--- config.mk ---
export PLATFORM = sky130hd
export DESIGN_NAME = pov_text_column_sequencer_top
export DESIGN_NICKNAME = d
export VERILOG_FILES = /design/src/hw/rtl/ptcs_pkg.sv /design/src/hw/rtl/ptcs_column_engine.sv /design/src/hw/rtl/ptcs_out_stage.sv /design/src/hw/rtl/pov_text_column_sequencer_top.sv
export SDC_FILE = /design/constraint.sdc
export NUM_CORES = 1
export LEC_CHECK = 0
export BUFFER_PORTS_ARGS = -buffer_cell sky130_fd_sc_hd__buf_2
export CORE_ASPECT_RATIO = 1.5
export CORE_MARGIN = 4
export CORE_UTILIZATION = 50
export CTS_BUF_LIST = sky130_fd_sc_hd__clkbuf_16
export DETAILED_ROUTE_END_ITERATION = 12
export GPL_TIMING_DRIVEN = 0
export PLACE_DENSITY = 0.73
export SKIP_LAST_GASP = 1
export SLEW_MARGIN = 20
export SYNTH_ARGS = -nofsm -noshare
export SYNTH_HDL_FRONTEND = slang
export SYNTH_HIERARCHICAL = 1
export SYNTH_SLANG_ARGS = --single-unit
--- constraint.sdc ---
create_clock -name clk -period 4.8 [get_ports clk]
set_clock_uncertainty 0.05 [all_clocks]
set_input_delay 0.72 -clock clk [delete_from_list [all_inputs] [get_ports clk]]
set_output_delay 0.72 -clock clk [all_outputs]
set_load 0.02 [all_outputs]
--- src/hw/rtl/ptcs_pkg.sv ---
package ptcs_pkg;

    // command codes carried in the input tuser bit
    localparam logic CMD_START = 1'b0;
    localparam logic CMD_CHAR  = 1'b1;

    localparam logic [7:0] CHAR_NUL     = 8'h00;
    localparam logic [7:0] LETTER_FIRST = 8'h41;
    localparam logic [7:0] LETTER_LAST  = 8'h5A;

    localparam int          NUM_GLYPHS = 26;
    localparam logic [2:0]  GAP_STEP   = 3'd5;
    localparam logic [5:0]  COL_MAX    = 6'd63;
    localparam logic [5:0]  COL_RAMP   = 6'd43;
    localparam logic [3:0]  CHARS_MAX  = 4'd15;

    localparam logic [11:0] DELAY_FIRST = 12'd1000;
    localparam logic [11:0] DELAY_FLAT  = 12'd750;
    localparam logic [11:0] DELAY_STEP  = 12'd40;
    localparam logic [11:0] DELAY_RESET = 12'd2000;
    localparam logic [11:0] DELAY_MAX   = 12'd4095;

    typedef struct packed {
        logic       cmd;
        logic [7:0] char_code;
    } item_t;

    typedef struct packed {
        logic [7:0]  column_bits;
        logic [11:0] on_time_us;
        logic        last;
    } col_t;

    // 5x8 font, column 0 in the top byte
    localparam logic [39:0] GLYPH_ROM [NUM_GLYPHS] = '{
        40'h3F_48_88_48_3F, 40'hFF_91_91_91_6E, 40'h7E_81_81_81_42,
        40'hFF_81_81_81_7E, 40'hFF_91_91_91_81, 40'hFF_90_90_90_80,
        40'h7E_81_81_89_4E, 40'hFF_08_08_08_FF, 40'h81_81_FF_81_81,
        40'h82_81_FE_80_80, 40'hFF_10_10_28_C7, 40'hFF_01_01_01_01,
        40'hFF_40_30_40_FF, 40'hFF_60_18_06_FF, 40'h7E_81_81_81_7E,
        40'hFF_88_88_88_70, 40'h7E_81_85_7E_01, 40'hFF_88_88_88_77,
        40'h62_91_91_89_46, 40'h80_80_FF_80_80, 40'hFE_01_01_01_FE,
        40'hFE_01_02_04_F8, 40'hFF_02_0C_02_FF, 40'hC7_28_10_28_C7,
        40'hF0_08_07_08_F0, 40'h83_85_89_91_E1
    };

    function automatic logic [7:0] glyph_column(input logic [4:0] idx, input logic [2:0] step);
        logic [39:0] row;
        logic [7:0]  bits;
        row  = (idx < 5'(NUM_GLYPHS)) ? GLYPH_ROM[idx] : '0;
        bits = '0;
        unique case (step)
            3'd0:    bits = row[39:32];
            3'd1:    bits = row[31:24];
            3'd2:    bits = row[23:16];
            3'd3:    bits = row[15:8];
            3'd4:    bits = row[7:0];
            default: bits = '0;
        endcase
        return bits;
    endfunction

    // on-time from the column position in the sweep
    function automatic logic [11:0] col_on_time(input logic [5:0] idx, input logic [11:0] held);
        logic [12:0] grown;
        logic [11:0] t;
        grown = {1'b0, held} + {1'b0, DELAY_STEP};
        t     = DELAY_FLAT;
        priority if (idx == 6'd0)  t = DELAY_FIRST;
        else if (idx == 6'd1)      t = 12'd2350;
        else if (idx == 6'd2)      t = 12'd2200;
        else if (idx == 6'd3)      t = 12'd2050;
        else if (idx == 6'd4)      t = 12'd1900;
        else if (idx == 6'd5)      t = 12'd1750;
        else if (idx > COL_RAMP)   t = grown[12] ? DELAY_MAX : grown[11:0];
        else                       t = DELAY_FLAT;
        return t;
    endfunction

endpackage

--- src/hw/rtl/ptcs_column_engine.sv ---
module ptcs_column_engine #(
    parameter int MAX_CHARS = 10
) (
    input  logic             clk,
    input  logic             rst_n,
    input  logic             cfg_wr_en,
    input  logic             cfg_wr_data,
    input  logic             in_valid,
    output logic             in_ready,
    input  ptcs_pkg::item_t  in_item,
    output logic             col_valid,
    input  logic             col_ready,
    output ptcs_pkg::col_t   col
);

    logic            item_valid_reg, item_valid_next;
    ptcs_pkg::item_t item_reg;
    logic [2:0]      step_reg, step_next;
    logic [5:0]      col_idx_reg, col_idx_next;
    logic [11:0]     held_reg, held_next;
    logic [3:0]      chars_reg, chars_next;
    logic            done_reg, done_next;
    logic            invert_reg;

    logic        is_start, is_nul, is_letter, emit, final_col, col_fire, consume;
    logic [7:0]  glyph;
    logic [7:0]  char_off;
    logic [3:0]  chars_inc;

    always_comb
    begin
        is_start  = item_reg.cmd == ptcs_pkg::CMD_START;
        is_nul    = item_reg.char_code == ptcs_pkg::CHAR_NUL;
        is_letter = (item_reg.char_code >= ptcs_pkg::LETTER_FIRST) &&
                    (item_reg.char_code <= ptcs_pkg::LETTER_LAST);
        emit      = item_valid_reg && !is_start && !done_reg && !is_nul;
        final_col = !is_letter || (step_reg == ptcs_pkg::GAP_STEP);
        col_fire  = emit && col_ready;
        consume   = item_valid_reg && (!emit || (col_ready && final_col));
        in_ready  = !item_valid_reg || consume;

        char_off = item_reg.char_code - ptcs_pkg::LETTER_FIRST;
        glyph    = ptcs_pkg::glyph_column(char_off[4:0], step_reg);

        col_valid = emit;
        if (is_letter)
        begin
            col.column_bits = invert_reg ? ~glyph : glyph;
            col.on_time_us  = ptcs_pkg::col_on_time(col_idx_reg, held_reg);
        end
        else
        begin
            // non-letter: blank column at the held on-time, never inverted
            col.column_bits = '0;
            col.on_time_us  = held_reg;
        end
        col.last = final_col;
    end

    always_comb
    begin
        item_valid_next = item_valid_reg;
        step_next       = step_reg;
        col_idx_next    = col_idx_reg;
        held_next       = held_reg;
        chars_next      = chars_reg;
        done_next       = done_reg;
        chars_inc       = (chars_reg == ptcs_pkg::CHARS_MAX) ? chars_reg : chars_reg + 4'd1;

        if (consume)
        begin
            item_valid_next = 1'b0;
            step_next       = '0;
        end
        else if (col_fire)
        begin
            step_next = step_reg + 3'd1;
        end
        if (in_valid && in_ready)
        begin
            item_valid_next = 1'b1;
        end

        if (item_valid_reg && is_start)
        begin
            col_idx_next = '0;
            chars_next   = '0;
            done_next    = 1'b0;
        end
        else if (item_valid_reg && !done_reg && is_nul)
        begin
            done_next = 1'b1;
        end

        if (col_fire && is_letter)
        begin
            held_next    = col.on_time_us;
            col_idx_next = (col_idx_reg == ptcs_pkg::COL_MAX) ? col_idx_reg
                                                             : col_idx_reg + 6'd1;
        end
        if (col_fire && final_col)
        begin
            chars_next = chars_inc;
            if (chars_inc >= 4'(MAX_CHARS))
            begin
                done_next = 1'b1;
            end
        end
    end

    always_ff @(posedge clk or negedge rst_n)
    begin
        if (!rst_n)
        begin
            item_valid_reg <= 1'b0;
            step_reg       <= '0;
            col_idx_reg    <= '0;
            held_reg       <= ptcs_pkg::DELAY_RESET;
            chars_reg      <= '0;
            done_reg       <= 1'b1;
            invert_reg     <= 1'b0;
        end
        else
        begin
            item_valid_reg <= item_valid_next;
            step_reg       <= step_next;
            col_idx_reg    <= col_idx_next;
            held_reg       <= held_next;
            chars_reg      <= chars_next;
            done_reg       <= done_next;
            if (cfg_wr_en)
            begin
                invert_reg <= cfg_wr_data;
            end
        end
    end

    always_ff @(posedge clk)
    begin
        if (in_valid && in_ready)
        begin
            item_reg <= in_item;
        end
    end

`ifndef SYNTHESIS
    a_held_floor: assert property (@(posedge clk) disable iff (!rst_n)
        held_reg >= ptcs_pkg::DELAY_FLAT)
        else $error("held on-time below floor");

    a_letter_stays: assert property (@(posedge clk) disable iff (!rst_n)
        col_fire && !final_col |=> item_valid_reg && (step_reg == $past(step_reg) + 3'd1))
        else $error("letter dropped before its gap column");

    a_letter_done_at_gap: assert property (@(posedge clk) disable iff (!rst_n)
        consume && emit && is_letter |-> step_reg == ptcs_pkg::GAP_STEP)
        else $error("letter retired early");

    a_step_range: assert property (@(posedge clk) disable iff (!rst_n)
        step_reg <= ptcs_pkg::GAP_STEP)
        else $error("column step out of range");
`endif

endmodule

--- src/hw/rtl/ptcs_out_stage.sv ---
module ptcs_out_stage (
    input  logic            clk,
    input  logic            rst_n,
    input  logic            in_valid,
    output logic            in_ready,
    input  ptcs_pkg::col_t  in_col,
    output logic            out_valid,
    input  logic            out_ready,
    output ptcs_pkg::col_t  out_col
);

    logic           main_valid_reg, main_valid_next;
    logic           skid_valid_reg, skid_valid_next;
    ptcs_pkg::col_t main_reg;
    ptcs_pkg::col_t skid_reg;
    logic           push, pop, load_main, load_skid;

    always_comb
    begin
        in_ready  = !skid_valid_reg;
        out_valid = main_valid_reg;
        out_col   = main_reg;
        push      = in_valid && in_ready;
        pop       = main_valid_reg && out_ready;

        main_valid_next = main_valid_reg;
        skid_valid_next = skid_valid_reg;
        load_main       = 1'b0;
        load_skid       = 1'b0;
        if (skid_valid_reg)
        begin
            if (pop)
            begin
                skid_valid_next = 1'b0;
            end
        end
        else if (push)
        begin
            if (!main_valid_reg || pop)
            begin
                load_main       = 1'b1;
                main_valid_next = 1'b1;
            end
            else
            begin
                load_skid       = 1'b1;
                skid_valid_next = 1'b1;
            end
        end
        else if (pop)
        begin
            main_valid_next = 1'b0;
        end
    end

    always_ff @(posedge clk or negedge rst_n)
    begin
        if (!rst_n)
        begin
            main_valid_reg <= 1'b0;
            skid_valid_reg <= 1'b0;
        end
        else
        begin
            main_valid_reg <= main_valid_next;
            skid_valid_reg <= skid_valid_next;
        end
    end

    always_ff @(posedge clk)
    begin
        if (skid_valid_reg && pop)
        begin
            main_reg <= skid_reg;
        end
        else if (load_main)
        begin
            main_reg <= in_col;
        end
        if (load_skid)
        begin
            skid_reg <= in_col;
        end
    end

`ifndef SYNTHESIS
    a_skid_behind_main: assert property (@(posedge clk) disable iff (!rst_n)
        skid_valid_reg |-> main_valid_reg)
        else $error("skid entry without main entry");
`endif

endmodule

--- src/hw/rtl/pov_text_column_sequencer_top.sv ---
// a word is held in the column engine; its columns reach m_axis from the output result register
// throughput: one column per cycle while the output stage accepts; a letter gives glyph columns
// then a gap column, a non-letter one blank column, a start, a nul or an ignored character none
// the column engine holds one word and takes the next in the cycle its last column leaves
// reset: sweep closed, column count and character count zero, held on-time 2000 us,
// inversion off, both output entries empty
module pov_text_column_sequencer_top #(
    parameter int MAX_CHARS = 10
) (
    input  logic        clk,
    input  logic        rst_n,

    // inversion register
    input  logic        cfg_wr_en,
    input  logic        cfg_wr_data,

    // character words
    input  logic        s_axis_tvalid,
    output logic        s_axis_tready,
    input  logic [7:0]  s_axis_tdata,   // [7:0] char_code
    input  logic [0:0]  s_axis_tuser,   // [0] cmd: 0 start sweep, 1 character

    // column words
    output logic        m_axis_tvalid,
    input  logic        m_axis_tready,
    output logic [23:0] m_axis_tdata,   // [7:0] column_bits, [19:8] on_time_us, [23:20] zero
    output logic        m_axis_tlast    // last column of a character
);

    ptcs_pkg::item_t in_item;
    ptcs_pkg::col_t  eng_col;
    ptcs_pkg::col_t  out_col;
    logic            eng_valid;
    logic            eng_ready;

    assign in_item.cmd       = s_axis_tuser[0];
    assign in_item.char_code = s_axis_tdata;

    // one column per cycle from the held word while the output stage accepts, sweep state lives here
    ptcs_column_engine #(
        .MAX_CHARS (MAX_CHARS)
    ) u_engine (
        .clk         (clk),
        .rst_n       (rst_n),
        .cfg_wr_en   (cfg_wr_en),
        .cfg_wr_data (cfg_wr_data),
        .in_valid    (s_axis_tvalid),
        .in_ready    (s_axis_tready),
        .in_item     (in_item),
        .col_valid   (eng_valid),
        .col_ready   (eng_ready),
        .col         (eng_col)
    );

    // result register with skid entry, holds one extra column so the engine's ready is registered
    ptcs_out_stage u_out (
        .clk       (clk),
        .rst_n     (rst_n),
        .in_valid  (eng_valid),
        .in_ready  (eng_ready),
        .in_col    (eng_col),
        .out_valid (m_axis_tvalid),
        .out_ready (m_axis_tready),
        .out_col   (out_col)
    );

    assign m_axis_tdata = {4'b0000, out_col.on_time_us, out_col.column_bits};
    assign m_axis_tlast = out_col.last;

endmodule
== Word-level counts from Yosys, hierarchy flattened ==
Memories as Yosys holds them, arrays and structs flattened.
Cells that the tools add are included.
Widths: inputs -> output; s select.
Word-level totals
  register bits: 81
  ROM bits: 1280
  logic and storage cells: 125
  memories: 1
Cells by class
  add/subtract/negate cells: 5
  $lt $le $gt $ge: 6
  equality and inequality tests: 14
  muxes and demuxes: 41
  bitwise operators: 4
  reduce and logical (&&, ||, !) cells: 37
Memory list
  (no name shown): depth 32, width 40, rd ports 1, clocked after memory_dff 0, write ports 0, line ptcs_pkg.sv:50  | row = (idx < 5'(NUM_GLYPHS)) ? GLYPH_ROM[idx] : '0;
Operators by type and width (number)
  $mux 40: 3
  $mux 12: 8
  $mux 21: 2
  $pmux 8 s5: 1
  $mux 20: 1
  $mux 6: 3
  $mux 1: 17
  $logic_and 1x1->1: 15
  $add 12x6->13 const B: 1
  $eq 6x2->1 const B: 2
  $eq 6x3->1 const B: 2
  $mux 4: 3
  $reduce_bool 2->1: 6
  $ge 8x7->1 const B: 1
  $le 8x7->1 const B: 1
  $logic_not 8->1: 1
  $mux 8: 1
  $not 8->8: 1
  $logic_not 1->1: 7
  $add 6x1->6 const B: 1
  $eq 3x2->1 const B: 2
  $eq 3x3->1 const B: 2
  $eq 6x1->1 const B: 1
  $eq 6x6->1 const B: 1
  other kinds (19): 24

== Logic depth before layout (Yosys ltp) ==
Gate-level depths: netlist (run 1).
  depth after elaboration: 12
  mapped depth: 16
  gate-level depth less buffers: 11

== Modules after synthesis ==
The synthesis (run 1) kept the hierarchy.
Modules (own cells, without submodules)
  ptcs_column_engine: times used 1, cells each 575, area each 4266.6 um^2, sequential area each 979.7 um^2
  ptcs_out_stage: times used 1, cells each 78, area each 1709.1 um^2, sequential area each 1311.3 um^2
  pov_text_column_sequencer_top: times used 1, cells each 5, area each 33.8 um^2, sequential area each 0.0 um^2

== Worst setup path before layout (run 1) ==
Ideal clock, no wire load.
  path type: flip-flop to flip-flop
  from: register u_engine/item_reg[1] (netlist name)
  to: register u_out/skid_reg[0] (netlist name) (enable)
  arrival: 3643 ps
  slack: 681 ps
  stages on the path, launching flop included: 10
  buffers on the path: 2
  clock period less this slack: 4119 ps
  cell sequence: edfxtp_1 -> buf_2 -> clkbuf_1 -> inv_1 -> ha_1 -> nor4b_2 -> and2_1 -> nor3_1 -> nand2b_1 -> nor3_1
On the way
  cells in the longest elaborated chain, start to end: 6
RTL lines
  from (decl): line ptcs_column_engine.sv:17  | ptcs_pkg::item_t item_reg;
  from (signal assigned): line ptcs_column_engine.sv:142  | item_reg <= in_item;
  $logic_not 8->1: line ptcs_column_engine.sv:33  | is_nul = item_reg.char_code == ptcs_pkg::CHAR_NUL;
  $logic_not 1->1: line ptcs_column_engine.sv:36  | emit = item_valid_reg && !is_start && !done_reg && !is_nul;
  $logic_and 1x1->1: line ptcs_column_engine.sv:36
  named net eng_valid: line pov_text_column_sequencer_top.sv:33  | logic eng_valid;
  $logic_and 1x1->1: line ptcs_out_stage.sv:23  | push = in_valid && in_ready;
  $mux 1: line ptcs_out_stage.sv:37  | else if (push)
  $mux 1: line ptcs_out_stage.sv:30  | if (skid_valid_reg)
  named net u_out.load_skid: line ptcs_out_stage.sv:16  | logic push, pop, load_main, load_skid;
  to (signal assigned): line ptcs_out_stage.sv:82  | skid_reg <= in_col;
  to (decl): line ptcs_out_stage.sv:15  | ptcs_pkg::col_t skid_reg;
The timed path passes the listed nets, and every way through them passes these cells.
A chain may end at the register's enable or synchronous reset.

==> flow_metrics.tcl, run 1 <==
set metrics [dict create \
    outcome "complete, no violations" \
    initial_core_util_pct 51.58 \
    clkSlewWorstSetupHoldPaths_ps 70 \
    synth_cell_types 74 \
    die_x_um 97.52 \
    drc 0 \
    grt_pass1_wl_mm 29.84 \
    grt_max_degree 31 \
    endpoint_kind "register" \
    synth_flop_cell "edfxtp_1" \
    ff2ff_setup_slack_ps 350 \
    slew_viol_final 0 \
    rows 48 \
    hold_viol_final 0 \
    async_reset_ff_share_pct 37.04 \
    cts_buffers 9 \
    max_freq_mhz 224.9 \
    p_leak_nw 2.718 \
    via_per_inst 6.458 \
    power_w 0.002948 \
    peakVddDrop_mv 0.2658 \
    clock_path_buffers 2 \
    drtAntennaViolNets 0 \
    required_ps 4850 \
    cts_root_buf "clkbuf_16" \
    worstMarginPinSlew_ps 865.8 \
    yosys_warnings 6 \
    timing.final.crit_share_pct 92.62 \
    wl_mm 19.06 \
    rsz0062_at_grt "false" \
    synth.most_common_cell "nand2_1" \
    num_antenna_cells 0 \
    fin_crit_ps 4446 \
    synthToLayoutAreaGrowth_pct 12.64 \
    die_h_um 142.3 \
    cts_sinks 81 \
    synthCells 658 \
    synth_area_leaders "edfxtp_1, dfrtp_1, ha_1" \
    slew_headroom_pct 42.13 \
    cp_max_fo 10 \
    grt_pass1_vias 5368 \
    cts_tree "done" \
    arrival_ps 4500 \
    first_pass_iters 5 \
    p_per_area_mw_per_mm2 435.6 \
    drv_cap 0 \
    drive_gt1_share_pct 18.07 \
    clk_latency_ps 350 \
    fin_nets 753 \
    globalRouteOverflowTotal 0 \
    port_buffers 37 \
    avgRoutedWirePerCell_um 22.06 \
    dr_total_vias 5580 \
    avgSynthCellArea_sq_um 9.133 \
    die_area_sq_mm 0.01387 \
    htree_levels 3 \
    antenna_found_initial 0 \
    synth-edff-count 51 \
    gp_congestion 0.9802 \
    place_area_sq_mm 0.006435 \
    design_area_sq_mm 0.006769 \
    ys_ff_latch 81 \
    synth_area_sq_mm 0.006010 \
    drt_first_iter_violations 671 \
    yosysSeqAreaShare_pct 38.12 \
    synth_commonest_cells "nand2_1, a21oi_1, edfxtp_1" \
    critPathLaunchType "register" \
    track_usage_pct 27.49 \
    dpl.hpwl_mm 14.46 \
    cts_hold_buf 0 \
    holdCritPathClass "in2async" \
    setup_violations 0 \
    worstSetupPathType "reg2reg" \
    fp.coreArea_sq_mm 0.01165 \
    yosys.area.top_type "edfxtp_1" \
    io_pins 42 \
    synth_top_area_share_pct 25.48 \
]
where the power goes:
part | switching, W | total (W) | internal (W) | leakage [nW]
clock | 0.000303 | 0.000768 | 0.000465 | 0.159
sequential | 0.0000972 | 0.00103 | 0.000931 | 0.854
combinational | 0.000728 | 0.00115 | 0.000424 | 1.71
total | 0.00113 | 0.00295 | 0.00182 | 2.72
cell usage in the layout (no fill, tap or decap), types with 18 or more instances in the layout:
cell type | synthesis | final
dfrtp_1 | 23 | 23
clkbuf_1 | 25 | 21
buf_2 | 13 | 50
nand3_1 | 21 | 21
a21oi_1 | 58 | 58
nand2_1 | 72 | 72
edfxtp_1 | 51 | 51
nor3_1 | 19 | 18
o21ai_0 | 50 | 50
mux2_4 | 20 | 20
inv_1 | 26 | 26
ha_1 | 29 | 28
nor2_1 | 38 | 38
layer usage:
layer,track usage (%),up-vias,wire length (um)
li1,-,2530,-
met1,32.55,2687,7252
met2,48.97,297,9734
met3,3.237,66,1098
met4,14.15,0,974
met5,0,-,0
timing repair:
action | in CTS | in global routing
endpoints found under the setup margin | 4 | 4
resized for setup | 3 | 3
setup buffers | 0 | 0
cell type report:
cell class,instances,area [sq um]
fillers,1048,4882
multi-input cells,506,3426
flip-flops and latches,81,2291
plain buffers,46,232.7
clock buffers,9,225.2
repair buffers,39,203.9
well taps,150,187.7
clock inverters,7,105.1
inverters,26,97.59
final timing paths:
| check | start | to | depth (start not counted) |
|---|---|---|---|
| max in group asynchronous | rst_n | u_out/out_valid$_DFFE_PN0P_ | 1 |
| worst max-delay path | u_engine/item_reg[0]$_DFFE_PP_ | u_out/out_col[20]$_DFFE_PP_ | 11 |
| min in group clk | u_engine/held_reg[4]$_DFFE_PN1P_ | u_engine/held_reg[4]$_DFFE_PN1P_ | 2 |
| worst min register to register | u_engine/held_reg[4]$_DFFE_PN1P_ | u_engine/held_reg[4]$_DFFE_PN1P_ | 2 |
| worst max register to register | u_engine/item_reg[0]$_DFFE_PP_ | u_out/out_col[20]$_DFFE_PP_ | 11 |
| worst min-delay path | rst_n | u_engine/held_reg[5]$_DFFE_PN0P_ | 1 |
per-stage QoR:
step	cells	setup TNS [ps]	hold WS (ps)	util (%)	worst slack, ps
floorplan	661	0	374.4	-	681.4
global placement	848	-9534	421.3	54.88	-431.2
detailed placement	850	-590.5	447.2	55.23	-335.8
CTS	865	0	376.3	58.10	102.2
global route	864	0	395.5	58.10	217.0
finish	864	0	359.0	58.10	354.0
logic make-up after synthesis:
kind of cell    Yosys count  share of synthesized area (%)
mux                      39                          8.307
xor+xnor                  8                          1.166
other cells               1                        0.06240
buf+inv                  74                          5.580
compound gates          206                          22.36
fa+ha+maj                29                          6.038
simple gates            220                          18.36
flops                    81                          38.12
critical path, cell delays in order (launching register included):
cell and delay [ps]:
edfxtp_1 480, buf_2 230, inv_1 270, ha_1 410, nor3b_4 340, xor2_1 630, buf_2 370, buf_2 250
nor3_1 70, o41ai_1 580, mux2i_1 220, mux2_4 290
Note: power is estimated with default switching activity, not from simulation.
==> inputs of run 2 (changes only) <==
Settings changed: CELL_PAD_IN_SITES_DETAIL_PLACEMENT set to 0, CELL_PAD_IN_SITES_GLOBAL_PLACEMENT set to 1, CORE_UTILIZATION 50 to 48, PLACE_DENSITY 0.73 to 0.87, SYNTH_HIERARCHICAL 1 to not set.
==> flow_metrics.tcl, run 2 <==
set metrics [dict create \
    outcome "complete, no violations" \
    rr_startpoint "u_engine.item_reg[1]$_DFFE_PP_" \
    worstMarginPinSlew_ps 1013 \
    cts_tree "done" \
    holdCritPathClass "in2async" \
    avgSynthCellArea_sq_um 8.992 \
    timing.final.crit_share_pct 93.55 \
    synth_area_sq_mm 0.006115 \
    synthMuxAreaShare_pct 5.116 \
    clkSlewWorstSetupHoldPaths_ps 60 \
    r2r_end "u_out.out_col[19]$_DFFE_PP_" \
    drv_cap 0 \
    synthCells 680 \
    synth-xor-area-share_pct 1.862 \
    grt_max_degree 31 \
    io_pins 42 \
    initial_core_util_pct 48.87 \
    grtUsageMet3_pct 3.967 \
    track_usage_pct 28.99 \
    endpoint_kind "register" \
    yosysSeqAreaShare_pct 37.47 \
    hold_viol_final 0 \
    mostFrequentLayoutCells "nand2_1, edfxtp_1, a21oi_1" \
    cts_hold_buf 0 \
    fin_nets 774 \
    dpl_worst_slack_ps -179.6 \
    required_ps 4830 \
    globalRouteOverflowTotal 0 \
    synth_commonest_cells "nand2_1, a21oi_1, edfxtp_1" \
    synthAdderAreaFrac_pct 5.934 \
    setup_violations 0 \
    reg2reg_depth 14 \
    grt_pass1_wl_mm 32.42 \
    synth_top_family_by_area "compound AO/OA/AOI/OAI gates" \
    async_reset_ff_share_pct 37.04 \
    max_freq_mhz 222.7 \
    synth_flop_cell "edfxtp_1" \
    slew_viol_final 0 \
    peakVddDrop_mv 0.3299 \
    wl_mm 20.93 \
    grt_pass1_vias 5767 \
    p_leak_nw 2.626 \
    drt_first_iter_violations 428 \
    arrival_ps 4520 \
    grtUsageMet2_pct 51.43 \
    synth_compound_area_share_pct 25.09 \
    dr_total_vias 5740 \
    dpl.hpwl_mm 16.04 \
    synth-edff-count 51 \
    setup.worst_path.start "u_engine.item_reg[1]$_DFFE_PP_" \
    p_per_area_mw_per_mm2 434.8 \
    yosys_warnings 0 \
    antenna_found_initial 0 \
    yosys.area.top_type "edfxtp_1" \
    slew_headroom_pct 32.49 \
    multi_input_area_sq_mm 0.003510 \
    fp.coreArea_sq_mm 0.01251 \
    grt_busiest_layer "met2" \
    first_pass_iters 7 \
    ff2ff_setup_slack_ps 310 \
    cts_root_buf "clkbuf_16" \
    seqCellArea_sq_mm 0.002291 \
    die_area_sq_mm 0.01465 \
    via_per_inst 6.442 \
    drtAntennaViolNets 0 \
    synth_cell_types 79 \
    avgRoutedWirePerCell_um 23.49 \
    worstSetupPathType "reg2reg" \
    fill_cells 1172 \
    cts_buffers 9 \
    drc 0 \
    die_x_um 100.2 \
    critPathLaunchType "register" \
    grtUsageMet1_pct 29.96 \
    htree_levels 3 \
    cts_sinks 81 \
    rows 50 \
    worst_slack_ps 309.6 \
    synth.most_common_cell "nand2_1" \
    port_buffers 37 \
    gp_congestion 1.070 \
    placedCellCount 877 \
    fin_tns_setup_ps 0 \
    num_antenna_cells 0 \
    drive_gt1_share_pct 15.78 \
    die_h_um 146.2 \
    fin_crit_ps 4490 \
    synth_top_area_share_pct 25.05 \
    clock_path_buffers 2 \
    clk_latency_ps 340 \
    synthToLayoutAreaGrowth_pct 11.48 \
    final_common_cell "nand2_1" \
    power_w 0.002964 \
    final_cells 891 \
    synth_area_leaders "edfxtp_1, dfrtp_1, ha_1" \
    cp_max_fo 12 \
    synthSimpleGateAreaFrac_pct 19.09 \
    rsz0062_at_grt "false" \
    ys_ff_latch 81 \
]
run 2: cell types whose count changed in the layout (fill, tap and decap cells not counted), sizes merged, moves of 5 or more:
cell / before / now
mux2: 27 / 18
nand2: 73 / 82
inv: 30 / 22
nor2: 38 / 46
a21oi: 58 / 51
clkbuf: 32 / 39
a2111oi: 7 / 1
a31oi: 7 / 13
o21a: 3 / 9
nand2b: 13 / 8
o22ai: 7 / 2
o31ai: 8 / 13
run 2: cell type report:
class,count,area share [%]
multi-input combinational,529,51.49
sequential,81,33.61
buffer,50,3.598
clock buffer,9,3.304
timing repair buffer,38,2.882
tap,156,2.863
inverter,21,1.211
clock inverter,7,1.046
run 2: timing repair:
item	4_1_cts	5_1_grt
pin swaps	0	0
buffers inserted	0	0
cloned	0	0
gates resized for setup	1	3
endpoints found under the setup margin	3	12
run 2: worst max-delay path, stage by stage (launching register included):
cell and delay [ps]:
edfxtp_1 430, buf_2 260, clkbuf_1 350, inv_1 200, ha_1 320, ha_1 520, clkbuf_2 370, clkinvlp_4 390
ha_1 300, a22oi_1 180, nor3_1 110, o21ai_0 210, a41oi_1 170, xnor2_1 240, o21ai_1 120
run 2: where the power goes:
group	switching (W)	total [W]	internal, W	leakage, nW
Clock	0.000273	0.000675	0.000402	0.145
Sequential	0.000101	0.00103	0.000930	0.858
Combinational	0.000830	0.00126	0.000427	1.62
run 2: stage by stage:
stage	utilization [%]	hold slack [ps]	cell area (sq um)
CTS	54.47	412.8	6815
floorplan	-	374.4	6126
finish	54.48	390.0	6817
global route	54.48	435.3	6817
global placement	52.00	418.2	6506
detailed placement	52.12	430.5	6521
run 2: how the worst max path moves through the flow:
stage	end	slack (ps)	depth (start not counted)
5_1_grt	u_out.out_col[19]$_DFFE_PP_	90	14
3_5_place_dp	u_out.out_col[19]$_DFFE_PP_	-180	15
3_3_place_gp	u_out.out_col[19]$_DFFE_PP_	-220	15
4_1_cts	s_axis_tready	100	11
2_1_floorplan	u_out.out_col[14]$_DFFE_PP_	1190	13
6_report	u_out.out_col[19]$_DFFE_PP_	310	14
run 2: kinds of logic after synthesis:
logic type	after synthesis
AND/OR/NAND/NOR	229
AO/OA/AOI/OAI	225
flip-flops	81
buffers and inverters	73
adder cells (fa/ha/maj)	29
multiplexers	29
XOR/XNOR	13
other	1
run 2: layer usage:
| metal | vias to the layer above | part of all wire, % | routed length (um) |
|---|---|---|---|
| met1 | 2742 | 35 | 7242 |
| li1 | 2637 | - | - |
| met5 | - | 0 | 0 |
| met4 | 0 | 8.7 | 1826 |
| met3 | 104 | 5.2 | 1083 |
| met2 | 257 | 51 | 10770 |
